===== config.mk =====
export PLATFORM = sky130hd
export DESIGN_NAME = shcl_ctrl
export DESIGN_NICKNAME = d
export VERILOG_FILES = /design/src/rtl/core/shcl_pkg.sv /design/src/rtl/core/shcl_ctrl.sv
export SDC_FILE = /design/constraint.sdc
export NUM_CORES = 1
export LEC_CHECK = 0
export BUFFER_PORTS_ARGS = -buffer_cell sky130_fd_sc_hd__buf_2
export CAP_MARGIN = 20
export CORE_MARGIN = 2
export CORE_UTILIZATION = 30
export CTS_CLUSTER_SIZE = 12
export DETAILED_ROUTE_END_ITERATION = 6
export HOLD_SLACK_MARGIN = 0.1
export PLACE_DENSITY = 0.63
export SYNTH_ARGS = -nofsm -noshare
export SYNTH_HDL_FRONTEND = slang
export SYNTH_SLANG_ARGS = --single-unit
export TNS_END_PERCENT = 10

===== constraint.sdc =====
create_clock -name clk_i -period 4.5 [get_ports clk_i]
set_input_delay 0 -clock clk_i [delete_from_list [all_inputs] [get_ports clk_i]]
set_output_delay 0 -clock clk_i [all_outputs]
set_load 0.005 [all_outputs]

===== src/rtl/core/shcl_pkg.sv =====
`timescale 1ns / 1ps
package shcl_pkg;
  localparam int unsigned PoolEntries = 1024;
  localparam int unsigned BucketCount = 1024;
  localparam int unsigned MaxMatches  = 64;
  localparam int unsigned LinkW   = $clog2(PoolEntries + 1);
  localparam int unsigned PoolAw  = (PoolEntries > 1) ? $clog2(PoolEntries) : 1;
  localparam int unsigned BucketAw = (BucketCount > 1) ? $clog2(BucketCount) : 1;
  localparam int unsigned MatchCntW = $clog2(MaxMatches + 1);
  localparam logic [31:0] PrimeX = 32'd73856093;
  localparam logic [31:0] PrimeY = 32'd19349663;

  typedef enum logic [1:0] {
    OpClear = 2'd0,
    OpAdd   = 2'd1,
    OpQuery = 2'd2,
    OpNone  = 2'd3
  } op_e;

  typedef enum logic [2:0] {
    StAdded   = 3'd0,
    StDropped = 3'd1,
    StCleared = 3'd2,
    StMatch   = 3'd3,
    StNone    = 3'd4
  } status_e;

  // controller -> datapath
  typedef struct packed {
    logic load;        // capture request, start hash multiply
    logic hash;        // register hash
    logic head_rd;     // registered bucket head read
    logic add_wr;      // write entry and bucket head
    logic clr_step;    // clear one bucket
    logic clr_start;
    logic walk_start;  // link <= head
    logic ent_rd;      // read entry at link
    logic walk_step;   // link <= next, count
    logic emit_match;  // record pending match
    logic hold_clr;    // clear pending match
  } cmd_t;

  // datapath -> controller
  typedef struct packed {
    op_e  op;
    logic pool_full;
    logic clr_done;
    logic link_null;
    logic walk_done;   // step bound reached
    logic hit;
    logic cnt_full;    // MaxMatches already emitted
    logic pend;        // a match is held back
  } stat_t;
endpackage


===== src/rtl/core/shcl_ctrl.sv =====
`timescale 1ns / 1ps
module shcl_ctrl (
  input  logic              clk_i,
  input  logic              rst_ni,
  input  logic              valid_i,
  output logic              ready_o,
  output logic              valid_o,
  input  logic              ready_i,
  output logic [2:0]        status_o,
  output logic [15:0]       match_id_o,
  output logic              last_o,
  output logic              truncated_o,
  output shcl_pkg::cmd_t    cmd_o,
  input  shcl_pkg::stat_t   stat_i,
  input  logic [15:0]       pend_id_i
);
  import shcl_pkg::*;

  typedef enum logic [3:0] {
    SInit, SIdle, SHash, SHead, SDisp, SAdd, SClr, SWalk, SRead, SCheck, SOut
  } state_e;

  state_e state_q, state_d;
  logic   ovalid_q;
  logic [2:0] ost_q, ost_d;
  logic [15:0] oid_q, oid_d;
  logic olast_q, otrunc_q, olast_d, otrunc_d;
  logic out_load;
  logic back_q; // walk ended on a hit past the match limit

  logic out_free;
  assign out_free = !ovalid_q || ready_i;

  always_comb begin
    cmd_o   = '0;
    state_d = state_q;
    case (state_q)
      // bucket heads swept to empty after reset
      SInit: begin
        cmd_o.clr_step = 1'b1;
        if (stat_i.clr_done) state_d = SIdle;
      end
      SIdle: if (valid_i) begin cmd_o.load = 1'b1; state_d = SHash; end
      SHash: begin cmd_o.hash = 1'b1; state_d = SHead; end
      SHead: begin cmd_o.head_rd = 1'b1; state_d = SDisp; end
      SDisp: begin
        case (stat_i.op)
          OpClear: begin cmd_o.clr_start = 1'b1; state_d = SClr; end
          OpAdd:   state_d = SAdd;
          OpQuery: begin cmd_o.walk_start = 1'b1; state_d = SWalk; end
          default: state_d = SIdle;
        endcase
      end
      SAdd: if (out_free) begin
        cmd_o.add_wr = !stat_i.pool_full;
        state_d = SIdle;
      end
      SClr: begin
        cmd_o.clr_step = 1'b1;
        if (stat_i.clr_done) state_d = SOut;
      end
      SWalk: begin
        if (stat_i.link_null || stat_i.walk_done) state_d = SOut;
        else begin cmd_o.ent_rd = 1'b1; state_d = SCheck; end
      end
      SCheck: begin
        if (stat_i.hit && stat_i.cnt_full) state_d = SOut;
        else if (stat_i.hit && stat_i.pend) begin
          if (out_free) begin
            cmd_o.hold_clr = 1'b1;
            state_d = SRead;
          end
        end else begin
          cmd_o.emit_match = stat_i.hit;
          cmd_o.walk_step  = 1'b1;
          state_d = SWalk;
        end
      end
      SRead: begin
        cmd_o.emit_match = 1'b1;
        cmd_o.walk_step  = 1'b1;
        state_d = SWalk;
      end
      SOut: if (out_free) state_d = SIdle;
      default: state_d = SIdle;
    endcase
  end

  // next result register contents
  always_comb begin
    out_load = 1'b0;
    ost_d    = StNone;
    oid_d    = '0;
    olast_d  = 1'b1;
    otrunc_d = 1'b0;
    case (state_q)
      SAdd: if (out_free) begin
        out_load = 1'b1;
        ost_d    = stat_i.pool_full ? StDropped : StAdded;
      end
      SCheck: if (stat_i.hit && stat_i.pend && !stat_i.cnt_full && out_free) begin
        out_load = 1'b1;
        ost_d    = StMatch;
        oid_d    = pend_id_i;
        olast_d  = 1'b0;
      end
      SOut: if (out_free) begin
        out_load = 1'b1;
        if (stat_i.op == OpClear) begin
          ost_d = StCleared;
        end else if (stat_i.pend) begin
          ost_d    = StMatch;
          oid_d    = pend_id_i;
          otrunc_d = stat_i.cnt_full && stat_i.hit && !stat_i.link_null
                     && !stat_i.walk_done && back_q;
        end
      end
      default: ;
    endcase
  end

  always_ff @(posedge clk_i or negedge rst_ni) begin
    if (!rst_ni) begin
      state_q  <= SInit;
      ovalid_q <= 1'b0;
      ost_q    <= '0;
      oid_q    <= '0;
      olast_q  <= 1'b0;
      otrunc_q <= 1'b0;
      back_q   <= 1'b0;
    end else begin
      state_q <= state_d;
      if (out_load) begin
        ovalid_q <= 1'b1;
        ost_q    <= ost_d;
        oid_q    <= oid_d;
        olast_q  <= olast_d;
        otrunc_q <= otrunc_d;
      end else if (ovalid_q && ready_i) begin
        ovalid_q <= 1'b0;
      end
      // held until SOut hands off its result
      if (state_q == SCheck && stat_i.hit && stat_i.cnt_full) back_q <= 1'b1;
      else if (state_q == SOut && out_free) back_q <= 1'b0;
    end
  end

  assign ready_o     = (state_q == SIdle);
  assign valid_o     = ovalid_q;
  assign status_o    = ost_q;
  assign match_id_o  = oid_q;
  assign last_o      = olast_q;
  assign truncated_o = otrunc_q;

  assert property (@(posedge clk_i) disable iff (!rst_ni)
    (cmd_o.emit_match && stat_i.pend) |-> cmd_o.hold_clr == 1'b0)
    else $error("match overwritten");
  assert property (@(posedge clk_i) disable iff (!rst_ni)
    (valid_o && !ready_i) |=> valid_o) else $error("result dropped");
  assert property (@(posedge clk_i) disable iff (!rst_ni)
    ready_o |-> state_q == SIdle) else $error("ready outside idle");
endmodule


==> impl_metrics.yaml <==
timing:
  tightestPinTransition_ps: 792
  fin_tns_setup_ps: 0
  period_needed_ps: 2150
  slew_violations: 0
  slew_headroom_pct: 47.2
  max_freq_ghz: 0.466
  period_share_pct: 47.7
  hold_violations: 0
  rsz0062_at_grt: "no"
  setup_viol: 0
  skew_ps: 5.04
cells_and_area:
  num_antenna_cells: 0
  fin_nets: 244
  drive_above_1_share_pct: 35.0
  areaGrowthSynthToFinish_pct: 38.7
worst_hold_path:
  min_path_cells: 3
  hold_path_class: "in2reg"
  holdCritStartpoint: "stat_i[0]"
  hold_end: "status_o[1]"
synthesis:
  yosysTopAreaCell: "dfrtp_1"
  ys_types: 50
  synth_top_area_share_pct: 46.6
  synth_area_leaders: "dfrtp_1, a22o_1, nand2_1"
  syn-num-nets: 168
  avgSynthCellArea_um2: 10.4
  ys_ff_latch: 27
  syn-instance-count: 139
  post-synth-top-count-cell: "dfrtp_1"
  async_reset_ff_share_pct: 100
  synth_ff_type: "dfrtp_1"
  synth-seq-area-share_pct: 46.6
  yosys_warnings: 0
  synthTopCellsByCount: "dfrtp_1, a22o_1, nand2_1, clkbuf_1, nor2_1"
  synth-edff-count: 0
  syn_area_um2: 1450
clock_network:
  cts_setup_buffers: 0
  cts_buffers: 3
  path_clk_slew_ps: 90
  hold_buffers: 21
  clock-sinks: 27
  cts_tree: "done"
  clock-root-buffer: "clkbuf_8"
  cts.htree.levels: 1
  cts_resized: 0
  clk_path_buf_depth: 2
  clkLatencyLatePin_ps: 270
routing:
  drtAntennaViolNets: 0
  drt_iter0_markers: 107
  viasPerCell: 5.15
  drc: 0
  wl_per_cell_um: 14.5
  dr.pass1.iters: 4
  wirelength_um: 3900
  vias: 1380
global_route:
  grt_max_degree: 28
  first_global_vias: 1383
  grt_antenna_before_repair: 0
  grt_use_total_pct: 15.4
  grt_pass1_wl_um: 6490
  grt-ovfl-total: 0
place:
  place.gp.congestion: 0.803
  portBuffers: 62
  dp_hpwl_um: 2600
pwr:
  p_total_mw: 1.14
  p_leak_nw: 1.03
  ir_drop_mv: 0.281
  p_per_area_nw_per_um2: 568
floorplan:
  placementRows: 25
  core_area_um2: 4690
  ios: 63
  dieArea_um2: 5410
  start_util_pct: 30.9
  die_w_um: 73.5
  dieHeight_um: 73.5
critical_path:
  r2r_end: "status_o[2]"
  reg2reg_from: "state_q[0]"
  cp_max_fo: 21
  critPathCaptureType: "flip-flop"
  crit_path_start_kind: "flip-flop"
  path_class: "reg2reg"
  r2r_slack_ps: 2350
  worstPathArrival_ps: 2310
  critPathRequiredTime_ps: 4660
  reg2regPathDepth: 4
flow_run:
  drv_cap: 0
status:
  status: "completed"
cell usage in the layout (no fill, tap or decap), types with 2 or more instances in the layout:
cell type and count:
o22ai_1 3, dfrtp_1 27, o21ai_0 3, a21oi_1 4, a31oi_1 2, nor2b_1 2, nor3b_1 2, nand3b_1 2
a21o_1 2, and3_1 2, and4bb_2 2, o21bai_1 3, nand2b_1 2, clkbuf_8 3, dlygate4sd3_1 21, nor4_1 3
nand2_1 11, a22o_1 16, nor3_1 4, and2_1 2, buf_2 62, nor2_1 5, inv_1 4
through the flow:
step,std cells,worst slack (ps),utilization (%),hold slack (ps),cell area [um2]
6_report,268,2350,42.9,132,2010
5_1_grt,268,2170,42.9,174,2010
4_1_cts,268,2350,42.9,141,2010
3_5_place_dp,243,2350,37.4,55.1,1750
3_3_place_gp,243,2420,37.4,42.6,1750
2_1_floorplan,139,2810,-,-296,1450
state kept, by name (all words and copies together) (netlist names):
| name | flops |
|---|---|
| match_id_o | 16 |
| state_q | 4 |
| status_o | 3 |
| back_q | 1 |
| last_o | 1 |
| truncated_o | 1 |
| valid_o | 1 |
per-layer routing:
layer	wire, um	GRT usage (%)
met5	0	0
met4	34	3.64
met3	265	3.02
met2	1830	25.5
met1	1760	20.7
worst max-delay path by stage:
stage	start	end	slack, ps	cells after the start
after CTS	state_q[3]	status_o[2]	2350	4
after global routing	state_q[0]	match_id_o[13]	2170	4
after detailed placement	state_q[0]	status_o[2]	2350	4
after floorplan	state_q[2]	status_o[0]	2810	6
final	state_q[0]	status_o[2]	2350	4
after global placement	state_q[3]	status_o[2]	2420	4
layout make-up:
cell class,instances,area (um2)
Clock buffer,3,41.3
Clock inverter,1,5.00
Fill cell,478,2680
Inverter,4,15.0
Multi-Input combinational cell,96,686
Sequential cell,27,676
Tap cell,54,67.6
Timing Repair Buffer,83,520
kinds of logic after synthesis:
family	Yosys count	synth area share (%)
AOI/OAI and AO/OA	47	25.5
DFF	27	46.6
muxes	3	2.24
and+or+nand+nor	45	18.9
buffers and inverters	16	6.13
xor gates and xnor gates	1	0.604
critical path: stages (launching register included):
cell and delay [ps]:
dfrtp_1 720, and4bb_2 340, a211oi_2 290, or2_4 340, mux2_1 340
power breakdown:
group	internal (mW)	switching [mW]
Sequential	0.349	0.134
Combinational	0.292	0.230
Clock	0.0621	0.0758
(Power assumes the default switching activity.)
